--- src/hdl/olist_pkg.sv ---
`default_nettype none

package olist_pkg;

  // Request codes
  localparam logic [3:0] OP_INS_POS   = 4'd0;
  localparam logic [3:0] OP_INS_FRONT = 4'd1;
  localparam logic [3:0] OP_INS_REAR  = 4'd2;
  localparam logic [3:0] OP_DEL_POS   = 4'd3;
  localparam logic [3:0] OP_DEL_FIRST = 4'd4;
  localparam logic [3:0] OP_DEL_LAST  = 4'd5;
  localparam logic [3:0] OP_READ      = 4'd6;
  localparam logic [3:0] OP_READ_DEL  = 4'd7;
  localparam logic [3:0] OP_FIND      = 4'd8;
  localparam logic [3:0] OP_TEST_FST  = 4'd9;
  localparam logic [3:0] OP_TEST_LST  = 4'd10;
  localparam logic [3:0] OP_CLEAR     = 4'd11;

  // Result status codes
  localparam logic [2:0] ST_OK       = 3'd0;
  localparam logic [2:0] ST_RANGE    = 3'd1;
  localparam logic [2:0] ST_EMPTY    = 3'd2;
  localparam logic [2:0] ST_NOTFOUND = 3'd3;
  localparam logic [2:0] ST_FULL     = 3'd4;

  // Controls broadcast from the sequencer to every cell
  typedef struct packed {
    logic ins;   // open a slot at the target and load the key there
    logic del;   // close the slot at the target
    logic find;  // scan hits on key equality instead of on the target index
  } cell_ctrl_t;

endpackage

`default_nettype wire

--- src/hdl/olist_cell.sv ---
`default_nettype none

module olist_cell #(
  parameter int IW  = 6,
  parameter int CW  = 7,
  parameter int IDX = 0
) (
  input  wire                     clk,
  input  wire olist_pkg::cell_ctrl_t ctrl,
  input  wire logic [IW-1:0]      tgt,
  input  wire logic [CW-1:0]      cnt,
  input  wire logic [31:0]        key,
  input  wire logic [31:0]        left_data,
  input  wire logic [31:0]        right_data,
  output logic      [31:0]        data,
  input  wire logic               scan_found_i,
  input  wire logic [31:0]        scan_data_i,
  input  wire logic [IW-1:0]      scan_pos_i,
  output logic                    scan_found_o,
  output logic      [31:0]        scan_data_o,
  output logic      [IW-1:0]      scan_pos_o
);
  import olist_pkg::*;

  localparam logic [IW-1:0] MY_IDX   = IW'(IDX);
  localparam logic [CW-1:0] MY_IDX_C = CW'(IDX);

  logic [31:0]   data_r;
  logic          scan_found_r;
  logic [31:0]   scan_data_r;
  logic [IW-1:0] scan_pos_r;
  logic          hit;

  // Entry: shift right on insert, left on delete, otherwise hold
  always_ff @(posedge clk) begin
    if (ctrl.ins) begin
      if (MY_IDX > tgt) begin
        data_r <= left_data;
      end else if (MY_IDX == tgt) begin
        data_r <= key;
      end
    end else if (ctrl.del) begin
      if (MY_IDX >= tgt) begin
        data_r <= right_data;
      end
    end
  end

  assign hit = ctrl.find ? ((MY_IDX_C < cnt) && (data_r == key)) : (MY_IDX == tgt);

  // Scan token: keep the first hit seen upstream, else take this cell's
  always_ff @(posedge clk) begin
    scan_found_r <= scan_found_i | hit;
    scan_data_r  <= scan_found_i ? scan_data_i : data_r;
    scan_pos_r   <= scan_found_i ? scan_pos_i  : MY_IDX;
  end

  assign data         = data_r;
  assign scan_found_o = scan_found_r;
  assign scan_data_o  = scan_data_r;
  assign scan_pos_o   = scan_pos_r;

endmodule

`default_nettype wire

--- config.mk ---
export PLATFORM = sky130hd
export DESIGN_NAME = olist_cell
export DESIGN_NICKNAME = d
export VERILOG_FILES = /design/src/hdl/olist_pkg.sv /design/src/hdl/olist_cell.sv
export SDC_FILE = /design/constraint.sdc
export NUM_CORES = 1
export LEC_CHECK = 0
export BUFFER_PORTS_ARGS = -buffer_cell sky130_fd_sc_hd__buf_2
export CAP_MARGIN = 20
export CORE_ASPECT_RATIO = 0.5
export CORE_UTILIZATION = 36
export CTS_CLUSTER_DIAMETER = 60
export DETAILED_ROUTE_END_ITERATION = 8
export GPL_TIMING_DRIVEN = 0
export PLACE_DENSITY = 0.85
export RECOVER_POWER = 25
export SLEW_MARGIN = 20
export SYNTH_ARGS = -nofsm -noshare
export SYNTH_HDL_FRONTEND = slang
export SYNTH_SLANG_ARGS = --single-unit
--- constraint.sdc ---
create_clock -name clk -period 2.3 [get_ports clk]
set_input_delay 0.115 -clock clk [delete_from_list [all_inputs] [get_ports clk]]
set_output_delay 0.115 -clock clk [all_outputs]
set_load 0.1 [all_outputs]
Yosys cells after proc, flatten, opt, wreduce, memory -nomap -nowiden. Index checks and enable logic that the tools add are counted.

Order comparisons: 3. Equality and inequality tests: 2. Mux-type cells: 7. Bitwise gates (word level): 1. Reductions and logical operators: 5.

Operators by type and width (count): 32-bit 2-to-1 mux (6); 32-bit == test (1); 1-bit by 7-bit less-than comparator with 1-bit output, first input constant (1); 1-bit by 6-bit greater-or-equal comparator with 1-bit output, first input constant (1); 1-bit by 6-bit greater-than comparator with 1-bit output, first input constant (1); 6-bit zero test (1); 2-bit nonzero test (2); 3-bit by 1-bit != test with 1-bit output, second input constant (1); 3-bit AND reduction (1); 1-bit logical AND (1); 1-bit 2-to-1 mux (1); 1-bit bitwise OR (1).

Register bits: 71. Input bits: 152. Output and inout bits: 71. Word-level logic and storage cells: 22.

Longest topological paths before layout.
Depth after elaboration: 4. Gate-level depth with buffers: 5. Depth with buffers taken out: 5.

Worst setup path before layout. No wires, ideal clock.

Path kind: input port to flip-flop. Start point: input ctrl[2] in the netlist's numbering. End point: register data_r[0] (netlist: data[0]) (enable). Library setup time: 0.421 ns. Arrival time: 1.883 ns. Path slack: -0.004 ns. Stages: 4. Buffers on the path: 2. Cell sequence: buf_2 buf_2 nor2_1 nor2_1.

Cells in the longest elaborated chain, start to end: 2.

Ends and longest elaborated chain: from (decl) (line olist_cell.sv:9) `input wire olist_pkg::cell_ctrl_t ctrl,`; 3-bit by 1-bit != test with 1-bit output (no source line) or 2-bit nonzero test (tied branches); 3-bit AND reduction (no source line) *; to (signal assigned) (line olist_cell.sv:38) `data_r <= left_data;`; to (signal assigned) (line olist_cell.sv:40) `data_r <= key;`; to (signal assigned) (line olist_cell.sv:44) `data_r <= right_data;`; to (decl) (line olist_cell.sv:28) `logic [31:0] data_r;`.

Every way passes the cells marked *; elsewhere a longest branch is shown, timed or not. A chain may end at the register's enable or synchronous reset.

Worst setup path after layout.
Start point: input ctrl[2] in the netlist's numbering. End point: register data_r[24] (netlist: data[24]) (enable).

Same word-level chain as after synthesis.

==> qor.yml <==
antenna_cells: 0
synth_area_sq_mm: 0.00294
post-route-util_pct: 58.9
grt_max_degree: 19
rows: 22
synthTopCellsByCount: "mux2_2 (64), dfxtp_1 (39), edfxtp_1 (32)"
dieArea_sq_mm: 0.00854
slowest_stage: "clkbuf_1"
clock_path_buffers: 2
fmax_mhz: 566
ys_warn_count: 0
arrival_ps: 1810
cts.hold.buffers_added: 5
power.total_uw: 3710
drc_errors: 0
finalHoldViolCount: 0
slew_violations: 0
reg2reg_setup_slack_ps: 800
gp_congestion: 0.734
hold_path_class: "primary input to flop"
grt_pass1_vias: 2347
setup_viol: 0
async_flop_share_pct: 0
critical_path.cell_chain: "clkbuf_1 -> clkbuf_1 -> nor2_1 -> nor2_4 -> buf_16"
path_class: "primary input to flop"
grt_overflow: 0
hpwl_um: 6490
ios: 223
clock-sinks: 71
critPathMaxFanout: 18
placedCellCount: 500
grt_setup_unrepaired: "no"
synthCells: 203
synth.top_cell.area_share_pct: 32.7
cpMostUsedCell: "clkbuf_1"
cts-resized-gates: 0
netlist-cell-type-count: 15
path_delay_family: "buffers and inverters"
area_delta_synth_final_pct: 52.3
required_ps: 2340
chipHeight_um: 65.9
finalNetCount: 562
synth_edf_count: 32
worst_slew_pin_slew_ps: 811
critPathBufInv: 3
grtUsageTotal_pct: 19.9
drtAntennaViolNets: 0
outcome: "finished clean"
synth_area_leader_cell: "edfxtp_1"
slew_headroom_pct: 46.0
cts_tree: "built"
cp-start-kind: "primary input"
syn-num-nets: 355
fin_crit_ps: 1770
num_vias: 2352
clockRootBuffer: "clkbuf_16"
cts_buffers: 9
core_sq_mm: 0.00760
cts_max_level: 3
drt-initial-drc-count: 86
endpoint_kind: "flop"
antenna_found_initial: 0
syn_avg_cell_area_sq_um: 14.5
clk_pin_slew_worst_paths_ps: 50
powerDensity_mw_per_mm2: 830
drv_cap: 0
ir_drop_v: 0.000523
synthMostInstantiatedCell: "mux2_2"
drive_gt1_share_pct: 65.8
synth_seq_cells: 71
finalCritPeriodShare_pct: 76.8
clk-insertion-delay-late_ps: 330
start_util_pct: 38.7
grt_pass1_wl_um: 12100
drt-pass1-iter-count: 4
io_buffers: 188
cts_setup_buffers: 0
ys_seq_area_share_pct: 59.3
final_cells: 523
synthFlopType: "dfxtp_1"
slowest_delay_ps: 530
wire_per_inst_um: 16.0
ys_top_cells_by_area: "edfxtp_1 (33%), dfxtp_1 (27%), mux2_2 (25%)"
p_leak_uw: 0.00198
vias_per_cell: 4.50
die_width_um: 130
routed_wl_um: 8390
fin_skew_ps: 3.49
logic make-up (layout without fill, tap and decap cells):
| group | after synthesis | after routing | share of synthesized area, % |
|---|---|---|---|
| DFF | 71 | 71 | 59.3 |
| muxes | 64 | 64 | 24.5 |
| xor gates and xnor gates | 32 | 32 | 9.54 |
| and+or+nand+nor | 26 | 26 | 4.90 |
| buffers and inverters | 8 | 220 | 1.36 |
| AOI/OAI and AO/OA | 2 | 2 | 0.341 |
final timing paths:
kind                      start                      end  cells past startpoint
max                     ctrl[2]       data[24]$_DFFE_PP_                      5
min              scan_data_i[1]   scan_data_o[1]$_DFF_P_                      2
max reg2reg  data[10]$_DFFE_PP_     scan_found_o$_DFF_P_                      5
min reg2reg  data[23]$_DFFE_PP_  scan_data_o[23]$_DFF_P_                      1
registers in the layout, summed over array words and instances (netlist names):
register	flops
data	32
scan_data_o	32
scan_pos_o	6
scan_found_o	1
per-stage QoR:
step / TNS [ps] / hold WS (ps) / setup WS, ps / area [sq um]
global placement: -3000 / 320 / -95.1 / 4020
floorplan: 0 / 242 / 497 / 2940
CTS: 0 / 0.959 / 799 / 4460
global route: 0 / 1.11 / 457 / 4470
finish: 0 / 8.64 / 534 / 4470
detailed placement: 0 / 326 / 599 / 4050
cell usage in the layout, fill, tap and decap left out, types with 2 or more instances in the layout:
master and count:
buf_2 191, nor4_1 5, clkbuf_16 9, edfxtp_1 32, nor2_1 4, dlygate4sd3_1 7
dfxtp_1 39, clkinv_2 3, nand4_1 6, and2_1 5, clkbuf_1 5, xor2_1 11
bufinv_16 4, nor3_1 2, xnor2_1 21, mux2_2 64
cell type report:
type | instances | area (sq um)
flip-flops and latches | 71 | 1740
clock buffers | 9 | 225
repair buffers | 196 | 1040
plain buffers | 8 | 33.8
fillers | 627 | 3130
well taps | 108 | 135
clock inverters | 7 | 135
multi-input cells | 124 | 1160
power by group:
| part | internal [uW] | total, uW | switching (uW) | leakage [uW] |
|---|---|---|---|---|
| sequential | 1370 | 1380 | 14.0 | 0.000617 |
| combinational | 204 | 651 | 447 | 0.00118 |
| clock | 1160 | 1680 | 516 | 0.000179 |
| total | 2730 | 3710 | 977 | 0.00198 |
per-layer routing:
metal / vias to the layer above / GRT usage [%] / routed length, um
met4: 0 / 7.56 / 165
met3: 18 / 5.99 / 316
met2: 49 / 36.7 / 4630
met5: - / 0 / 0
met1: 1137 / 21.7 / 3280
li1: 1148 / - / -
(Power assumes the default switching activity.)
